**src/hw/rtl/fit_pkg.sv**
```systemverilog
`default_nettype none

package fit_pkg;

   localparam int TIME_BITS = 48;
   localparam int FRAC_BITS = 8;
   localparam int LOST_BITS = 16;
   localparam int FPS_BITS = 8;
   localparam int DUR_BITS = 17;

   localparam longint unsigned MICROS_PER_SEC = 64'd1000000;
   localparam longint unsigned PROF_NUM = MICROS_PER_SEC << FRAC_BITS;
   localparam int DEFAULT_FPS = 60;
   localparam int SLOW_FPS = 15;
   localparam longint unsigned SLOWEST_VALUE = (PROF_NUM + SLOW_FPS / 2) / SLOW_FPS;
   localparam longint unsigned RESET_VALUE = (PROF_NUM + DEFAULT_FPS / 2) / DEFAULT_FPS;

   localparam int PERIOD_BITS = $clog2(SLOWEST_VALUE + 1);
   localparam int RAW_CAP_SHIFT = 30 + FRAC_BITS;
   localparam int RAW_BITS = RAW_CAP_SHIFT + 1;

   localparam int DIVIDEND_BITS = TIME_BITS + FRAC_BITS;
   localparam int DIVISOR_BITS = LOST_BITS + 1;
   localparam int ITEM_ITERS = (DIVIDEND_BITS + 1) / 2;
   localparam int QUO_BITS = 2 * ITEM_ITERS;
   localparam int PROF_BITS = $clog2(PROF_NUM + (1 << FPS_BITS));
   localparam int PROF_ITERS = (PROF_BITS + 1) / 2;
   localparam int ITER_BITS = $clog2(ITEM_ITERS + 1);

   localparam logic [PERIOD_BITS-1:0] SLOWEST_PERIOD = PERIOD_BITS'(SLOWEST_VALUE);
   localparam logic [PERIOD_BITS-1:0] RESET_PERIOD = PERIOD_BITS'(RESET_VALUE);
   localparam logic [RAW_BITS-1:0] RAW_CAP = RAW_BITS'(1) << RAW_CAP_SHIFT;

   typedef struct packed {
      logic start;
      logic [QUO_BITS-1:0] numer;
      logic [DIVISOR_BITS-1:0] divisor;
      logic [ITER_BITS-1:0] iters;
   } div_cmd_type;

   typedef struct packed {
      logic done;
      logic [QUO_BITS-1:0] quotient;
   } div_sts_type;

endpackage

`default_nettype wire

```
**src/hw/rtl/fit_req_if.sv**
```systemverilog
`default_nettype none

interface fit_req_if;
   logic valid;
   logic ready;
   logic [fit_pkg::TIME_BITS-1:0] arrival_time_us;
   logic [fit_pkg::LOST_BITS-1:0] lost_frames;

   modport source(output valid, output arrival_time_us, output lost_frames, input ready);
   modport sink(input valid, input arrival_time_us, input lost_frames, output ready);
endinterface

`default_nettype wire

```
**src/hw/rtl/fit_rsp_if.sv**
```systemverilog
`default_nettype none

interface fit_rsp_if;
   logic valid;
   logic ready;
   logic [fit_pkg::TIME_BITS-1:0] packet_pts;
   logic [fit_pkg::DUR_BITS-1:0] packet_duration_us;

   modport source(output valid, output packet_pts, output packet_duration_us, input ready);
   modport sink(input valid, input packet_pts, input packet_duration_us, output ready);
endinterface

`default_nettype wire

```
**src/hw/rtl/fit_divider.sv**
```systemverilog
`default_nettype none

// Restoring divider that retires two quotient bits per cycle.
module fit_divider (
   input  wire logic                 clock,
   input  wire logic                 reset,
   input  wire fit_pkg::div_cmd_type cmd,
   output fit_pkg::div_sts_type      sts
);

   localparam int TRIAL_BITS = fit_pkg::DIVISOR_BITS + 1;

   logic busy_ff, busy_in;
   logic done_ff, done_in;
   logic [fit_pkg::ITER_BITS-1:0] count_ff, count_in;
   logic [fit_pkg::QUO_BITS-1:0] numer_ff, numer_in;
   logic [fit_pkg::QUO_BITS-1:0] quo_ff, quo_in;
   logic [fit_pkg::DIVISOR_BITS-1:0] rem_ff, rem_in;
   logic [fit_pkg::DIVISOR_BITS-1:0] divisor_ff, divisor_in;

   logic [TRIAL_BITS-1:0] trial_hi, trial_lo, divisor_ext;
   logic [fit_pkg::DIVISOR_BITS-1:0] rem_mid;
   logic bit_hi, bit_lo;

   always_comb begin
      divisor_ext = {1'b0, divisor_ff};
      trial_hi = {rem_ff, numer_ff[fit_pkg::QUO_BITS-1]};
      bit_hi = (trial_hi >= divisor_ext);
      rem_mid = bit_hi ? fit_pkg::DIVISOR_BITS'(trial_hi - divisor_ext)
                       : trial_hi[fit_pkg::DIVISOR_BITS-1:0];
      trial_lo = {rem_mid, numer_ff[fit_pkg::QUO_BITS-2]};
      bit_lo = (trial_lo >= divisor_ext);

      busy_in = busy_ff;
      done_in = 1'b0;
      count_in = count_ff;
      numer_in = numer_ff;
      quo_in = quo_ff;
      rem_in = rem_ff;
      divisor_in = divisor_ff;

      if (cmd.start) begin
         busy_in = 1'b1;
         count_in = cmd.iters;
         numer_in = cmd.numer;
         quo_in = '0;
         rem_in = '0;
         divisor_in = cmd.divisor;
      end else if (busy_ff) begin
         numer_in = {numer_ff[fit_pkg::QUO_BITS-3:0], 2'b00};
         quo_in = {quo_ff[fit_pkg::QUO_BITS-3:0], bit_hi, bit_lo};
         rem_in = bit_lo ? fit_pkg::DIVISOR_BITS'(trial_lo - divisor_ext)
                         : trial_lo[fit_pkg::DIVISOR_BITS-1:0];
         count_in = count_ff - 1'b1;
         if (count_ff == fit_pkg::ITER_BITS'(1)) begin
            busy_in = 1'b0;
            done_in = 1'b1;
         end
      end
   end

   always_ff @(posedge clock) begin
      if (reset) begin
         busy_ff <= 1'b0;
         done_ff <= 1'b0;
         count_ff <= '0;
      end else begin
         busy_ff <= busy_in;
         done_ff <= done_in;
         count_ff <= count_in;
      end
      numer_ff <= numer_in;
      quo_ff <= quo_in;
      rem_ff <= rem_in;
      divisor_ff <= divisor_in;
   end

   assign sts.done = done_ff;
   assign sts.quotient = quo_ff;

   property p_done_ends_run;
      @(posedge clock) disable iff (reset)
         done_ff |-> !busy_ff && $past(busy_ff) && !$past(cmd.start);
   endproperty
   a_done_ends_run: assert property (p_done_ends_run)
      else $error("divider done without a finished run");

   property p_count_live;
      @(posedge clock) disable iff (reset)
         busy_ff |-> count_ff != '0;
   endproperty
   a_count_live: assert property (p_count_live)
      else $error("divider busy with an empty count");

   property p_remainder_bound;
      @(posedge clock) disable iff (reset)
         busy_ff && !$past(cmd.start) |-> rem_ff < divisor_ff;
   endproperty
   a_remainder_bound: assert property (p_remainder_bound)
      else $error("divider remainder reached the divisor");

endmodule

`default_nettype wire

```
**src/hw/rtl/frame_interval_tracker.sv**
```systemverilog
// Tracks the frame period of a video stream from sample arrival times and emits a
// synthetic timestamp and a rounded duration for every request. A request that
// follows an earlier one runs the shared radix-4 divider through the 56-bit scaled
// gap before its result is presented; the first request after reset skips the
// divider. A new request is taken only once the previous result has been moved to
// the output register, and can be taken in the cycle in which that result appears.
// A write of the profile rate reruns the divider on the new rate and holds the
// request side off until the divider is done. The result sits in an output register,
// so a new request is accepted while the previous result waits to be taken.
`default_nettype none

module frame_interval_tracker (
   input  wire logic                         clock,
   input  wire logic                         reset,
   fit_req_if.sink                           req_chan,
   fit_rsp_if.source                         rsp_chan,
   input  wire logic                         csr_write_enable,
   input  wire logic [fit_pkg::FPS_BITS-1:0] csr_write_data
);

   localparam logic [3:0] ST_IDLE    = 4'd0;
   localparam logic [3:0] ST_PROF    = 4'd1;
   localparam logic [3:0] ST_GAP     = 4'd2;
   localparam logic [3:0] ST_DIVW    = 4'd3;
   localparam logic [3:0] ST_RECOVER = 4'd4;
   localparam logic [3:0] ST_ADOPT   = 4'd5;
   localparam logic [3:0] ST_MULT    = 4'd6;
   localparam logic [3:0] ST_ADD     = 4'd7;
   localparam logic [3:0] ST_EMIT    = 4'd8;

   localparam int TB = fit_pkg::TIME_BITS;
   localparam int PB = fit_pkg::PERIOD_BITS;
   localparam int RB = fit_pkg::RAW_BITS;
   localparam int LB = fit_pkg::LOST_BITS;
   localparam int DB = fit_pkg::DUR_BITS;
   localparam int PROD_BITS = DB + LB;
   localparam int REC_BITS = RB + 5;
   localparam int CMP_BITS = PB + 4;
   localparam int PROF_SHIFT = fit_pkg::QUO_BITS - 2 * fit_pkg::PROF_ITERS;

   logic [3:0] state_ff, state_in;
   logic have_prev_ff, have_prev_in;
   logic [TB-1:0] prev_arrival_ff, prev_arrival_in;
   logic [TB-1:0] next_pts_ff, next_pts_in;
   logic [PB-1:0] def_ff, def_in;
   logic [PB-1:0] frame_ff, frame_in;
   logic [PB-1:0] cand_ff, cand_in;
   logic [1:0] cand_hits_ff, cand_hits_in;
   logic [1:0] rec_hits_ff, rec_hits_in;
   logic rsp_valid_ff, rsp_valid_in;

   logic [TB-1:0] arrival_ff, arrival_in;
   logic [LB-1:0] lost_ff, lost_in;
   logic [RB-1:0] raw_ff, raw_in;
   logic [PB-1:0] obs_ff, obs_in;
   logic [DB-1:0] dur_ff, dur_in;
   logic [PROD_BITS-1:0] prod_ff, prod_in;
   logic [TB-1:0] pts_ff, pts_in;
   logic [TB-1:0] out_pts_ff, out_pts_in;
   logic [DB-1:0] out_dur_ff, out_dur_in;

   fit_pkg::div_cmd_type div_cmd;
   fit_pkg::div_sts_type div_sts;

   logic [fit_pkg::FPS_BITS-1:0] fps_eff;
   logic [fit_pkg::PROF_BITS-1:0] prof_value;
   logic [2*fit_pkg::PROF_ITERS-1:0] prof_quo;
   logic [PB-1:0] prof_period;
   logic [TB-1:0] gap;
   logic [RB-1:0] raw_capped;
   logic [RB-1:0] def_wide;
   logic [RB-1:0] raw_diff;
   logic [REC_BITS-1:0] raw_diff_x20;
   logic recover_hit;
   logic [1:0] rec_next;
   logic [PB-1:0] cand_diff, frame_diff;
   logic [CMP_BITS-1:0] cand_diff_x10, frame_diff_x5;
   logic cand_close, cur_far;
   logic [1:0] hits_next;
   logic [PB-1:0] cand_next;
   logic [PB:0] dur_round;
   logic [DB-1:0] dur_calc;
   logic req_take, out_free;

   fit_divider u_divider (
      .clock (clock),
      .reset (reset),
      .cmd   (div_cmd),
      .sts   (div_sts)
   );

   assign req_chan.ready = (state_ff == ST_IDLE) && !csr_write_enable;
   assign req_take = req_chan.valid && req_chan.ready;
   assign out_free = !rsp_valid_ff || rsp_chan.ready;

   always_comb begin
      fps_eff = (csr_write_data == '0) ? fit_pkg::FPS_BITS'(fit_pkg::DEFAULT_FPS)
                                       : csr_write_data;
      prof_value = fit_pkg::PROF_BITS'(fit_pkg::PROF_NUM)
                 + fit_pkg::PROF_BITS'(fps_eff >> 1);
      prof_quo = div_sts.quotient[2*fit_pkg::PROF_ITERS-1:0];
      prof_period = (prof_quo > (2*fit_pkg::PROF_ITERS)'(fit_pkg::SLOWEST_PERIOD))
                  ? fit_pkg::SLOWEST_PERIOD : PB'(prof_quo);

      gap = (arrival_ff >= prev_arrival_ff) ? arrival_ff - prev_arrival_ff : '0;
      raw_capped = (div_sts.quotient >= fit_pkg::QUO_BITS'(fit_pkg::RAW_CAP))
                 ? fit_pkg::RAW_CAP : div_sts.quotient[RB-1:0];

      def_wide = RB'(def_ff);
      raw_diff = (raw_ff >= def_wide) ? raw_ff - def_wide : def_wide - raw_ff;
      raw_diff_x20 = REC_BITS'(raw_diff) * REC_BITS'(20);
      recover_hit = (frame_ff > def_ff) && (raw_diff_x20 <= REC_BITS'(def_ff));
      rec_next = rec_hits_ff + 2'd1;

      cand_diff = (obs_ff >= cand_ff) ? obs_ff - cand_ff : cand_ff - obs_ff;
      frame_diff = (obs_ff >= frame_ff) ? obs_ff - frame_ff : frame_ff - obs_ff;
      cand_diff_x10 = CMP_BITS'(cand_diff) * CMP_BITS'(10);
      frame_diff_x5 = CMP_BITS'(frame_diff) * CMP_BITS'(5);
      cand_close = (cand_ff != '0) && (cand_diff_x10 <= CMP_BITS'(cand_ff));
      cur_far = (frame_ff == '0) || (frame_diff_x5 >= CMP_BITS'(frame_ff));
      hits_next = cand_close ? cand_hits_ff + 2'd1 : 2'd1;
      cand_next = cand_close ? cand_ff : obs_ff;

      dur_round = (PB + 1)'(frame_ff) + (PB + 1)'(1 << (fit_pkg::FRAC_BITS - 1));
      dur_calc = dur_round[fit_pkg::FRAC_BITS +: DB];
      if (dur_calc == '0) begin
         dur_calc = DB'(1);
      end
   end

   always_comb begin
      state_in = state_ff;
      have_prev_in = have_prev_ff;
      prev_arrival_in = prev_arrival_ff;
      next_pts_in = next_pts_ff;
      def_in = def_ff;
      frame_in = frame_ff;
      cand_in = cand_ff;
      cand_hits_in = cand_hits_ff;
      rec_hits_in = rec_hits_ff;
      rsp_valid_in = rsp_valid_ff && !rsp_chan.ready;
      arrival_in = arrival_ff;
      lost_in = lost_ff;
      raw_in = raw_ff;
      obs_in = obs_ff;
      dur_in = dur_ff;
      prod_in = prod_ff;
      pts_in = pts_ff;
      out_pts_in = out_pts_ff;
      out_dur_in = out_dur_ff;

      div_cmd.start = 1'b0;
      div_cmd.numer = {gap, fit_pkg::FRAC_BITS'(0)};
      div_cmd.divisor = fit_pkg::DIVISOR_BITS'(lost_ff) + fit_pkg::DIVISOR_BITS'(1);
      div_cmd.iters = fit_pkg::ITER_BITS'(fit_pkg::ITEM_ITERS);

      unique case (state_ff)
         ST_IDLE: begin
            if (req_take) begin
               arrival_in = req_chan.arrival_time_us;
               lost_in = req_chan.lost_frames;
               state_in = have_prev_ff ? ST_GAP : ST_MULT;
            end
         end
         ST_PROF: begin
            if (div_sts.done) begin
               def_in = prof_period;
               frame_in = prof_period;
               cand_in = prof_period;
               state_in = ST_IDLE;
            end
         end
         ST_GAP: begin
            div_cmd.start = 1'b1;
            state_in = ST_DIVW;
         end
         ST_DIVW: begin
            if (div_sts.done) begin
               raw_in = raw_capped;
               state_in = ST_RECOVER;
            end
         end
         ST_RECOVER: begin
            if (raw_ff < def_wide) begin
               obs_in = def_ff;
            end else if (raw_ff > RB'(fit_pkg::SLOWEST_PERIOD)) begin
               obs_in = fit_pkg::SLOWEST_PERIOD;
            end else begin
               obs_in = raw_ff[PB-1:0];
            end
            if (recover_hit) begin
               if (rec_next == 2'd3) begin
                  frame_in = def_ff;
                  cand_in = def_ff;
                  cand_hits_in = 2'd0;
                  rec_hits_in = 2'd0;
               end else begin
                  rec_hits_in = rec_next;
               end
            end else begin
               rec_hits_in = 2'd0;
            end
            state_in = ST_ADOPT;
         end
         ST_ADOPT: begin
            if (cur_far) begin
               if (hits_next == 2'd3) begin
                  frame_in = cand_next;
                  cand_hits_in = 2'd0;
               end else begin
                  cand_hits_in = hits_next;
               end
               cand_in = cand_next;
            end else begin
               cand_in = frame_ff;
               cand_hits_in = 2'd0;
            end
            state_in = ST_MULT;
         end
         ST_MULT: begin
            dur_in = dur_calc;
            prod_in = dur_calc * lost_ff;
            state_in = ST_ADD;
         end
         ST_ADD: begin
            pts_in = next_pts_ff + TB'(prod_ff);
            state_in = ST_EMIT;
         end
         ST_EMIT: begin
            if (out_free) begin
               rsp_valid_in = 1'b1;
               out_pts_in = pts_ff;
               out_dur_in = dur_ff;
               next_pts_in = pts_ff + TB'(dur_ff);
               prev_arrival_in = arrival_ff;
               have_prev_in = 1'b1;
               state_in = ST_IDLE;
            end
         end
         default: begin
            state_in = ST_IDLE;
         end
      endcase

      if (csr_write_enable) begin
         div_cmd.start = 1'b1;
         div_cmd.numer = fit_pkg::QUO_BITS'(prof_value) << PROF_SHIFT;
         div_cmd.divisor = fit_pkg::DIVISOR_BITS'(fps_eff);
         div_cmd.iters = fit_pkg::ITER_BITS'(fit_pkg::PROF_ITERS);
         cand_hits_in = 2'd0;
         rec_hits_in = 2'd0;
         state_in = ST_PROF;
      end
   end

   always_ff @(posedge clock) begin
      if (reset) begin
         state_ff <= ST_IDLE;
         have_prev_ff <= 1'b0;
         prev_arrival_ff <= '0;
         next_pts_ff <= '0;
         def_ff <= fit_pkg::RESET_PERIOD;
         frame_ff <= fit_pkg::RESET_PERIOD;
         cand_ff <= fit_pkg::RESET_PERIOD;
         cand_hits_ff <= 2'd0;
         rec_hits_ff <= 2'd0;
         rsp_valid_ff <= 1'b0;
      end else begin
         state_ff <= state_in;
         have_prev_ff <= have_prev_in;
         prev_arrival_ff <= prev_arrival_in;
         next_pts_ff <= next_pts_in;
         def_ff <= def_in;
         frame_ff <= frame_in;
         cand_ff <= cand_in;
         cand_hits_ff <= cand_hits_in;
         rec_hits_ff <= rec_hits_in;
         rsp_valid_ff <= rsp_valid_in;
      end
      arrival_ff <= arrival_in;
      lost_ff <= lost_in;
      raw_ff <= raw_in;
      obs_ff <= obs_in;
      dur_ff <= dur_in;
      prod_ff <= prod_in;
      pts_ff <= pts_in;
      out_pts_ff <= out_pts_in;
      out_dur_ff <= out_dur_in;
   end

   assign rsp_chan.valid = rsp_valid_ff;
   assign rsp_chan.packet_pts = out_pts_ff;
   assign rsp_chan.packet_duration_us = out_dur_ff;

   property p_done_when_waiting;
      @(posedge clock) disable iff (reset)
         div_sts.done |-> state_ff == ST_DIVW || state_ff == ST_PROF;
   endproperty
   a_done_when_waiting: assert property (p_done_when_waiting)
      else $error("divider finished while the sequencer was not waiting");

   property p_period_range;
      @(posedge clock) disable iff (reset)
         frame_ff != '0 && frame_ff <= fit_pkg::SLOWEST_PERIOD
         && def_ff <= frame_ff;
   endproperty
   a_period_range: assert property (p_period_range)
      else $error("frame period left the profile to slowest range");

   property p_hits_below_three;
      @(posedge clock) disable iff (reset)
         cand_hits_ff != 2'd3 && rec_hits_ff != 2'd3;
   endproperty
   a_hits_below_three: assert property (p_hits_below_three)
      else $error("hit counter held three");

   property p_result_from_emit;
      @(posedge clock) disable iff (reset)
         $rose(rsp_valid_ff) |-> $past(state_ff) == ST_EMIT && state_ff == ST_IDLE;
   endproperty
   a_result_from_emit: assert property (p_result_from_emit)
      else $error("result appeared outside the emit step");

endmodule

`default_nettype wire

```
**src/flat_wrapper.sv**
```systemverilog
// flat-port wrapper written by rule: the top's interface ports become plain ports
module frame_interval_tracker_flat 
  (clock, reset, csr_write_enable, csr_write_data, req_chan_valid, req_chan_arrival_time_us, req_chan_lost_frames, req_chan_ready, rsp_chan_valid, rsp_chan_packet_pts, rsp_chan_packet_duration_us, rsp_chan_ready);
  fit_req_if req_chan_i ();
  fit_rsp_if rsp_chan_i ();
  input  wire logic clock;
  input  wire logic reset;
  input  wire logic csr_write_enable;
  input  wire logic [fit_pkg::FPS_BITS-1:0] csr_write_data;
  input wire logic [$bits(req_chan_i.valid)-1:0] req_chan_valid;
  input wire logic [$bits(req_chan_i.arrival_time_us)-1:0] req_chan_arrival_time_us;
  input wire logic [$bits(req_chan_i.lost_frames)-1:0] req_chan_lost_frames;
  output wire logic [$bits(req_chan_i.ready)-1:0] req_chan_ready;
  output wire logic [$bits(rsp_chan_i.valid)-1:0] rsp_chan_valid;
  output wire logic [$bits(rsp_chan_i.packet_pts)-1:0] rsp_chan_packet_pts;
  output wire logic [$bits(rsp_chan_i.packet_duration_us)-1:0] rsp_chan_packet_duration_us;
  input wire logic [$bits(rsp_chan_i.ready)-1:0] rsp_chan_ready;
  assign req_chan_i.valid = req_chan_valid;
  assign req_chan_i.arrival_time_us = req_chan_arrival_time_us;
  assign req_chan_i.lost_frames = req_chan_lost_frames;
  assign req_chan_ready = req_chan_i.ready;
  assign rsp_chan_valid = rsp_chan_i.valid;
  assign rsp_chan_packet_pts = rsp_chan_i.packet_pts;
  assign rsp_chan_packet_duration_us = rsp_chan_i.packet_duration_us;
  assign rsp_chan_i.ready = rsp_chan_ready;
  frame_interval_tracker u_core (.clock(clock), .reset(reset), .req_chan(req_chan_i), .rsp_chan(rsp_chan_i), .csr_write_enable(csr_write_enable), .csr_write_data(csr_write_data));
endmodule
```
**config.mk**
```make
export PLATFORM = sky130hd
export DESIGN_NAME = frame_interval_tracker_flat
export DESIGN_NICKNAME = d
export VERILOG_FILES = /design/src/hw/rtl/fit_pkg.sv /design/src/hw/rtl/fit_req_if.sv /design/src/hw/rtl/fit_rsp_if.sv /design/src/hw/rtl/fit_divider.sv /design/src/hw/rtl/frame_interval_tracker.sv /design/src/flat_wrapper.sv
export SDC_FILE = /design/constraint.sdc
export NUM_CORES = 2
export LEC_CHECK = 0
export BUFFER_PORTS_ARGS = -buffer_cell sky130_fd_sc_hd__buf_2
export CAP_MARGIN = 20
export CORE_ASPECT_RATIO = 1.5
export CORE_MARGIN = 1.5
export CORE_UTILIZATION = 40
export CTS_BUF_LIST = sky130_fd_sc_hd__clkbuf_8 sky130_fd_sc_hd__clkbuf_16
export DETAILED_ROUTE_END_ITERATION = 8
export PLACE_DENSITY = 0.55
export SLEW_MARGIN = 10
export SYNTH_ARGS = -nofsm -noshare
export SYNTH_HDL_FRONTEND = slang
export SYNTH_HIERARCHICAL = 1
export SYNTH_SLANG_ARGS = --single-unit
```
**constraint.sdc**
```tcl
create_clock -name clock -period 11.7 [get_ports clock]
set_clock_uncertainty 0.05 [all_clocks]
set_input_delay 0.585 -clock clock [delete_from_list [all_inputs] [get_ports clock]]
set_output_delay 0.585 -clock clock [all_outputs]
set_load 0.02 [all_outputs]
```
---- Word level (Yosys, flattened, before mapping) ----
Cells that the tools add are included.
storage, ports and cells
  flip-flop bits (word level) ............. 625
  latch bits .............................. 0
  bits in writable memories ............... 0
  bits in read-only memories .............. 0
  output and inout port bits .............. 67
  logic and storage cells ................. 163
  memories ................................ 0
operators by class
  add/sub/neg operators ................... 17
  multipliers ............................. 4
  divide/modulo/power cells ............... 0
  $lt $le $gt $ge ......................... 14
  equality and inequality tests ........... 23
  shift operators ......................... 0
  multiplexer cells ....................... 47
  bitwise operators ....................... 1
  reduce and logical (&&, ||, !) cells .... 29
operators by type and width
  operator                 number
  $mux W25                 12
  $pmux W25 S3             2
  $mux W56                 2
  $sub A25 B25 Y25         4
  $mux W79                 1
  $ge A56 B39 Y1 const B   1
  $mul A25 B3 Y28 const B  2
  $mux W17                 3
  $ge A25 B25 Y1           2
  $add A48 B17 Y48         1
  $add A48 B33 Y48         1
  $ge A48 B48 Y1           1
  $mux W48                 1
  $sub A48 B48 Y48         1
  $le A44 B25 Y1           1
  $mul A39 B3 Y42 const B  1
  $ge A39 B25 Y1           1
  $gt A39 B25 Y1 const B   1
  $lt A39 B25 Y1           1
  $mux W39                 1
  $sub A25 B39 Y39         1
  $sub A39 B25 Y39         1
  $ge A18 B17 Y1           2
  $pmux W4 S9              1
  other kinds (45)         90

---- Depth between registers and ports, before layout ----
  word-level depth ........................ 10
  mapped depth ............................ 43
  gate-level depth less buffers ........... 39

---- Cells and area by module ----
The synthesis kept the hierarchy.
modules (own cells, without submodules)
  module                  times used  cells each  area each (sq um)
  frame_interval_tracker  1           5606        48406.4
  fit_divider             1           714         7763.7

---- Worst setup path after synthesis ----
OpenSTA, ideal clock, no wires.
  kind .................................... reg-to-reg
  start point ............................. register u_core.cand_ff[18]
  end point ............................... register u_core.cand_ff[20]
  setup time .............................. 0.095 ns
  arrival ................................. 8.797 ns
  data required time ...................... 11.555 ns
  slack ................................... 2.758 ns
  cell stages (with the launch flop) ...... 40
  path buffers ............................ 6
  period minus slack after synthesis ...... 8.942 ns
  path through ............................ dfxtp_1 inv_1 ha_1 clkbuf_1 a21o_1 a21o_1 a221o_1 o21bai_1 and2_1 buf_4 buf_1 buf_1 clkbuf_1 mux2_2 ha_1 ha_1 fa_1 a211oi_1 (+4 left out) nor2b_1 o21ai_0 nand2_1 a21o_1 a21oi_1 xnor2_1 ha_1 a21o_1 a21o_1 a21o_1 a2111oi_0 o211ai_1 a211oi_2 buf_4 mux2i_1 a221oi_1 a211o_1 a221oi_1
on the way
  longest elaborated chain between the ends .. 8
ends and longest elaborated chain
  element                                                    RTL line                       RTL
  start, declared                                            frame_interval_tracker.sv:47   logic [PB-1:0] cand_ff, cand_in;
  start signal, assigned                                     frame_interval_tracker.sv:264  cand_ff <= fit_pkg::RESET_PERIOD;
  start signal, assigned                                     frame_interval_tracker.sv:275  cand_ff <= cand_in;
  $sub A25 B25 Y25 / $ge A25 B25 Y1 (equally long branches)  frame_interval_tracker.sv:115  cand_diff = (obs_ff >= cand_ff) ? obs_ff - cand_ff : cand_ff - obs_ff;
  $mux W25                                                   frame_interval_tracker.sv:115
  $mul A25 B3 Y28                                            frame_interval_tracker.sv:117  cand_diff_x10 = CMP_BITS'(cand_diff) * CMP_BITS'(10);
  $le A29 B25 Y1                                             frame_interval_tracker.sv:119  cand_close = (cand_ff != '0) && (cand_diff_x10 <= CMP_BITS'(cand_ff));
  $logic_and A1 B1 Y1 *                                      frame_interval_tracker.sv:119
  $mux W25 *                                                 frame_interval_tracker.sv:122  cand_next = cand_close ? cand_ff : obs_ff;
  $mux W25 *                                                 frame_interval_tracker.sv:206  if (cur_far) begin
  $pmux W25 S3 *                                             frame_interval_tracker.sv:157  unique case (state_ff)
Every way passes the cells marked *; elsewhere a longest branch is shown, timed or not.
A chain may end at the register's enable or synchronous reset.

---- Worst setup path in the final report ----
  start point ............................. register u_core.def_ff[20]
  end point ............................... register u_core.frame_ff[12]
on the way
  longest elaborated chain between the ends .. 7
ends and longest elaborated chain
  element                                   RTL line                       RTL
  start, declared                           frame_interval_tracker.sv:45   logic [PB-1:0] def_ff, def_in;
  start signal, assigned                    frame_interval_tracker.sv:262  def_ff <= fit_pkg::RESET_PERIOD;
  start signal, assigned                    frame_interval_tracker.sv:273  def_ff <= def_in;
  $sub A25 B39 Y39 (tied with other cells)  frame_interval_tracker.sv:110  raw_diff = (raw_ff >= def_wide) ? raw_ff - def_wide : def_wide - raw_ff;
  $mux W39                                  frame_interval_tracker.sv:110
  $mul A39 B3 Y42                           frame_interval_tracker.sv:111  raw_diff_x20 = REC_BITS'(raw_diff) * REC_BITS'(20);
  $le A44 B25 Y1                            frame_interval_tracker.sv:112  recover_hit = (frame_ff > def_ff) && (raw_diff_x20 <= REC_BITS'(def_ff));
  $logic_and A1 B1 Y1 *                     frame_interval_tracker.sv:112
  $ne A2 B1 Y1 (no line) *                  --
  $reduce_and A6 Y1 (no line) *             --
  end signal, assigned                      frame_interval_tracker.sv:263  frame_ff <= fit_pkg::RESET_PERIOD;
  end signal, assigned                      frame_interval_tracker.sv:274  frame_ff <= frame_in;
  end, declared                             frame_interval_tracker.sv:46   logic [PB-1:0] frame_ff, frame_in;
Marked as above.

==> flow_summary.ini <==
[run_status]
status = complete, no violations

[synth]
ys_top_cells_by_count = 650 x ha_1, 593 x inv_1, 570 x nand2_1
syn_area_per_cell_sq_um = 8.89
yosysMostFrequentCell = ha_1
syn-cell-area_sq_mm = 0.0562
synth_edf_count = 364
ys_seq_area_share_pct = 28.8
yosysTopAreaCell = edfxtp_1
yosys_warnings = 6
ys_ff_latch = 625
netlist.area_leader.share_pct = 19.5
ys_top_cells_by_area = edfxtp_1 19%, ha_1 14%, dfxtp_1 9.3%, fa_1 7.9%, a21oi_1 4.5%
synthCells = 6320
yosysUniqueCellTypes = 104
synthFlopType = edfxtp_1
synth-async-reset-ratio_pct = 0

[drt]
drc = 0
wl_per_cell_um = 22.4
drt_wl_total_um = 186000
ant_nets = 0
via_count = 47510
viasPerCell = 5.70
drtPass1Iterations = 6
first_iter_violations = 2806

[die]
core_area_sq_mm = 0.140
start_util_pct = 40.2
fp.dieW_um = 309
ios = 144
dieArea_sq_mm = 0.143
fp.dieH_um = 462
rows = 168

[clocking]
clock_latency_ns = 0.69
cts-root-buf = clkbuf_16
cts.sinks = 625
ctsResizeCount = 0
cts_made_buffers = 69
cts_buffer_depth = 3
tritoncts = built
htreeDepth = 3
clk_pin_slew_ns = 0.07

[power_and_ir_drop]
pwr-share-comb_pct = 44.8
swShare_pct = 38.7
leakage_nw = 26.4
p_int_mw = 5.36
power-per-cell-area_mw_per_mm2 = 141
ir_worst_vdd_uv = 191
p_seq_share_pct = 29.2
p_switching_mw = 3.38
pwr-share-clk_pct = 26.0

[timing]
slew_viol_final = 0
worstMarginPinSlew_ns = 1.14
finalSetupTns_ns = 0
rsz0062_at_grt = no
max_freq_mhz = 90.8
final_hold_viol_count = 0
setup_viol_count_final = 0
period_minus_slack_ns = 11.02
relSlewSlack_pct = 23.7
finalCritPeriodShare_pct = 94.2

[global_route]
antenna_found_initial = 9
gr-usage-all-layers_pct = 25.8
overflow = 0
grt_start_max_net_pins = 109
grt_pass1_vias = 47616
grt_pass1_wl_um = 283000

[worst_setup_path]
startpoint_type = flop
cp.arrival_ns = 11.52
path_class = reg2reg
critical-path-top-delay-family = simple AND/OR/NAND/NOR gates
crit_required_ns = 12.21
crit_fanout = 28
crit_buf_inv = 3
max_stage_delay_ns = 0.83
crit_path_end_kind = flop
slowest_stage = a2111oi_2

[placement]
gp_congestion = 1.02
placed_area_sq_mm = 0.0590
portBuffers = 143
dpl.hpwl_um = 146000

[layout]
area_growth_syn_to_layout_pct = 10.2
nets = 7356
final_layout_size_suffix_gt1_share_pct = 7.41
design_area_sq_mm = 0.0619
final_util_pct = 44.4
fillCellCount = 13954

[hold_path]
hp-class = in2reg

[flow_run]
drv_cap = 0
==> state kept, by name, summed over array words and instances (netlist names), 25 cells and up <==
register,cells
u_core/arrival_ff,48
u_core/cand_ff,25
u_core/def_ff,25
u_core/frame_ff,25
u_core/next_pts_ff,48
u_core/obs_ff,25
u_core/prev_arrival_ff,48
u_core/prod_ff,33
u_core/pts_ff,48
u_core/raw_ff,39
u_core/rsp_chan.packet_pts,48
u_core/u_divider/numer_ff,56
u_core/u_divider/quo_ff,56
==> logic make-up (layout without fill, tap and decap cells) <==
logic type,count (synthesis),count (layout),share of synthesized area (%)
buf+inv,862,997,5.84
compound gates,1552,1552,17.9
flops,625,625,28.8
fa+ha+maj,872,872,22.4
xor+xnor,333,333,5.19
simple gates,1870,1870,16.0
mux,204,204,3.81
other cells,2,14,0.0134
==> routing by layer <==
metal	global-route usage, %	vias to the layer above	part of all wire [%]
li1	-	22562	-
met1	28.9	23254	38
met2	47.8	1269	52
met3	2.33	425	3.7
met4	14.5	0	6.1
met5	0	-	0
==> worst paths after layout <==
check / start / end / slack (ns) / depth (start not counted)
max: u_core/def_ff[20]$_SDFFE_PP0P_ / u_core/frame_ff[12]$_SDFFE_PP1P_ / 0.68 / 34
max reg2reg: u_core/def_ff[20]$_SDFFE_PP0P_ / u_core/frame_ff[12]$_SDFFE_PP1P_ / 0.68 / 34
min reg2reg: u_core/prev_arrival_ff[7]$_SDFFE_PP0P_ / u_core/prev_arrival_ff[7]$_SDFFE_PP0P_ / 0.40 / 2
min: req_chan_arrival_time_us[20] / u_core/arrival_ff[20]$_DFFE_PP_ / 0.05 / 1
==> timing repair <==
| action | 4_1_cts | 5_1_grt |
|---|---|---|
| endpoints found under the hold margin | 55 | 0 |
| buffers inserted | 0 | 0 |
| hold buffers | 55 | 0 |
==> layout make-up <==
| cell class | count | area [sq um] | share of cell area (%) |
|---|---|---|---|
| Clock inverter | 49 | 455 | 0.735 |
| Multi-Input combinational cell | 4842 | 36900 | 59.7 |
| Timing Repair Buffer | 274 | 1880 | 3.03 |
| Clock buffer | 79 | 1900 | 3.07 |
| Sequential cell | 625 | 16200 | 26.1 |
| Tap cell | 1870 | 2340 | 3.78 |
| Antenna cell | 3 | 7.51 | 0.0121 |
| Inverter | 595 | 2240 | 3.62 |
==> metrics by stage <==
step	total power [mW]	hold WS, ns	instances	setup slack [ns]
after floorplan	5.48	0.381	6329	2.76
after global placement	6.40	0.392	8145	0.859
after detailed placement	6.43	0.395	8149	0.979
after CTS	8.76	0.00120	8332	0.909
after global routing	9.33	0.0206	8335	0.114
final	8.73	0.0472	8337	0.682
==> cell usage in the layout, fill, tap and decap left out, types with 25 or more instances in the layout <==
cell and count:
dfxtp_1 260, nand4_1 90, a221oi_1 28, o21bai_1 54
or3_1 28, dlygate4sd3_1 55, xnor2_1 218, a21oi_1 502
mux2i_1 130, inv_1 607, a211oi_1 105, nor2b_1 70
a211o_1 25, and2_1 183, nor2_1 458, a21o_1 178
and3_1 52, nand2_1 569, nand3_1 129, a31oi_1 53
nor4_1 43, o21a_1 49, nand2b_1 45, clkbuf_16 72
o211ai_1 44, fa_1 222, buf_2 142, o21ai_0 234
edfxtp_1 364, buf_4 71, xor2_1 101, mux2_2 71
ha_1 650, nor3_1 90
==> power groups by stage <==
stage          Combinational, mW  Clock (mW)  Sequential, mW
2_1_floorplan               2.92           0            2.56
3_3_place_gp                3.81           0            2.59
3_5_place_dp                3.83           0            2.60
4_1_cts                     3.87        2.34            2.55
5_1_grt                     4.37        2.40            2.56
6_report                    3.91        2.27            2.55
(Power assumes the default switching activity.)
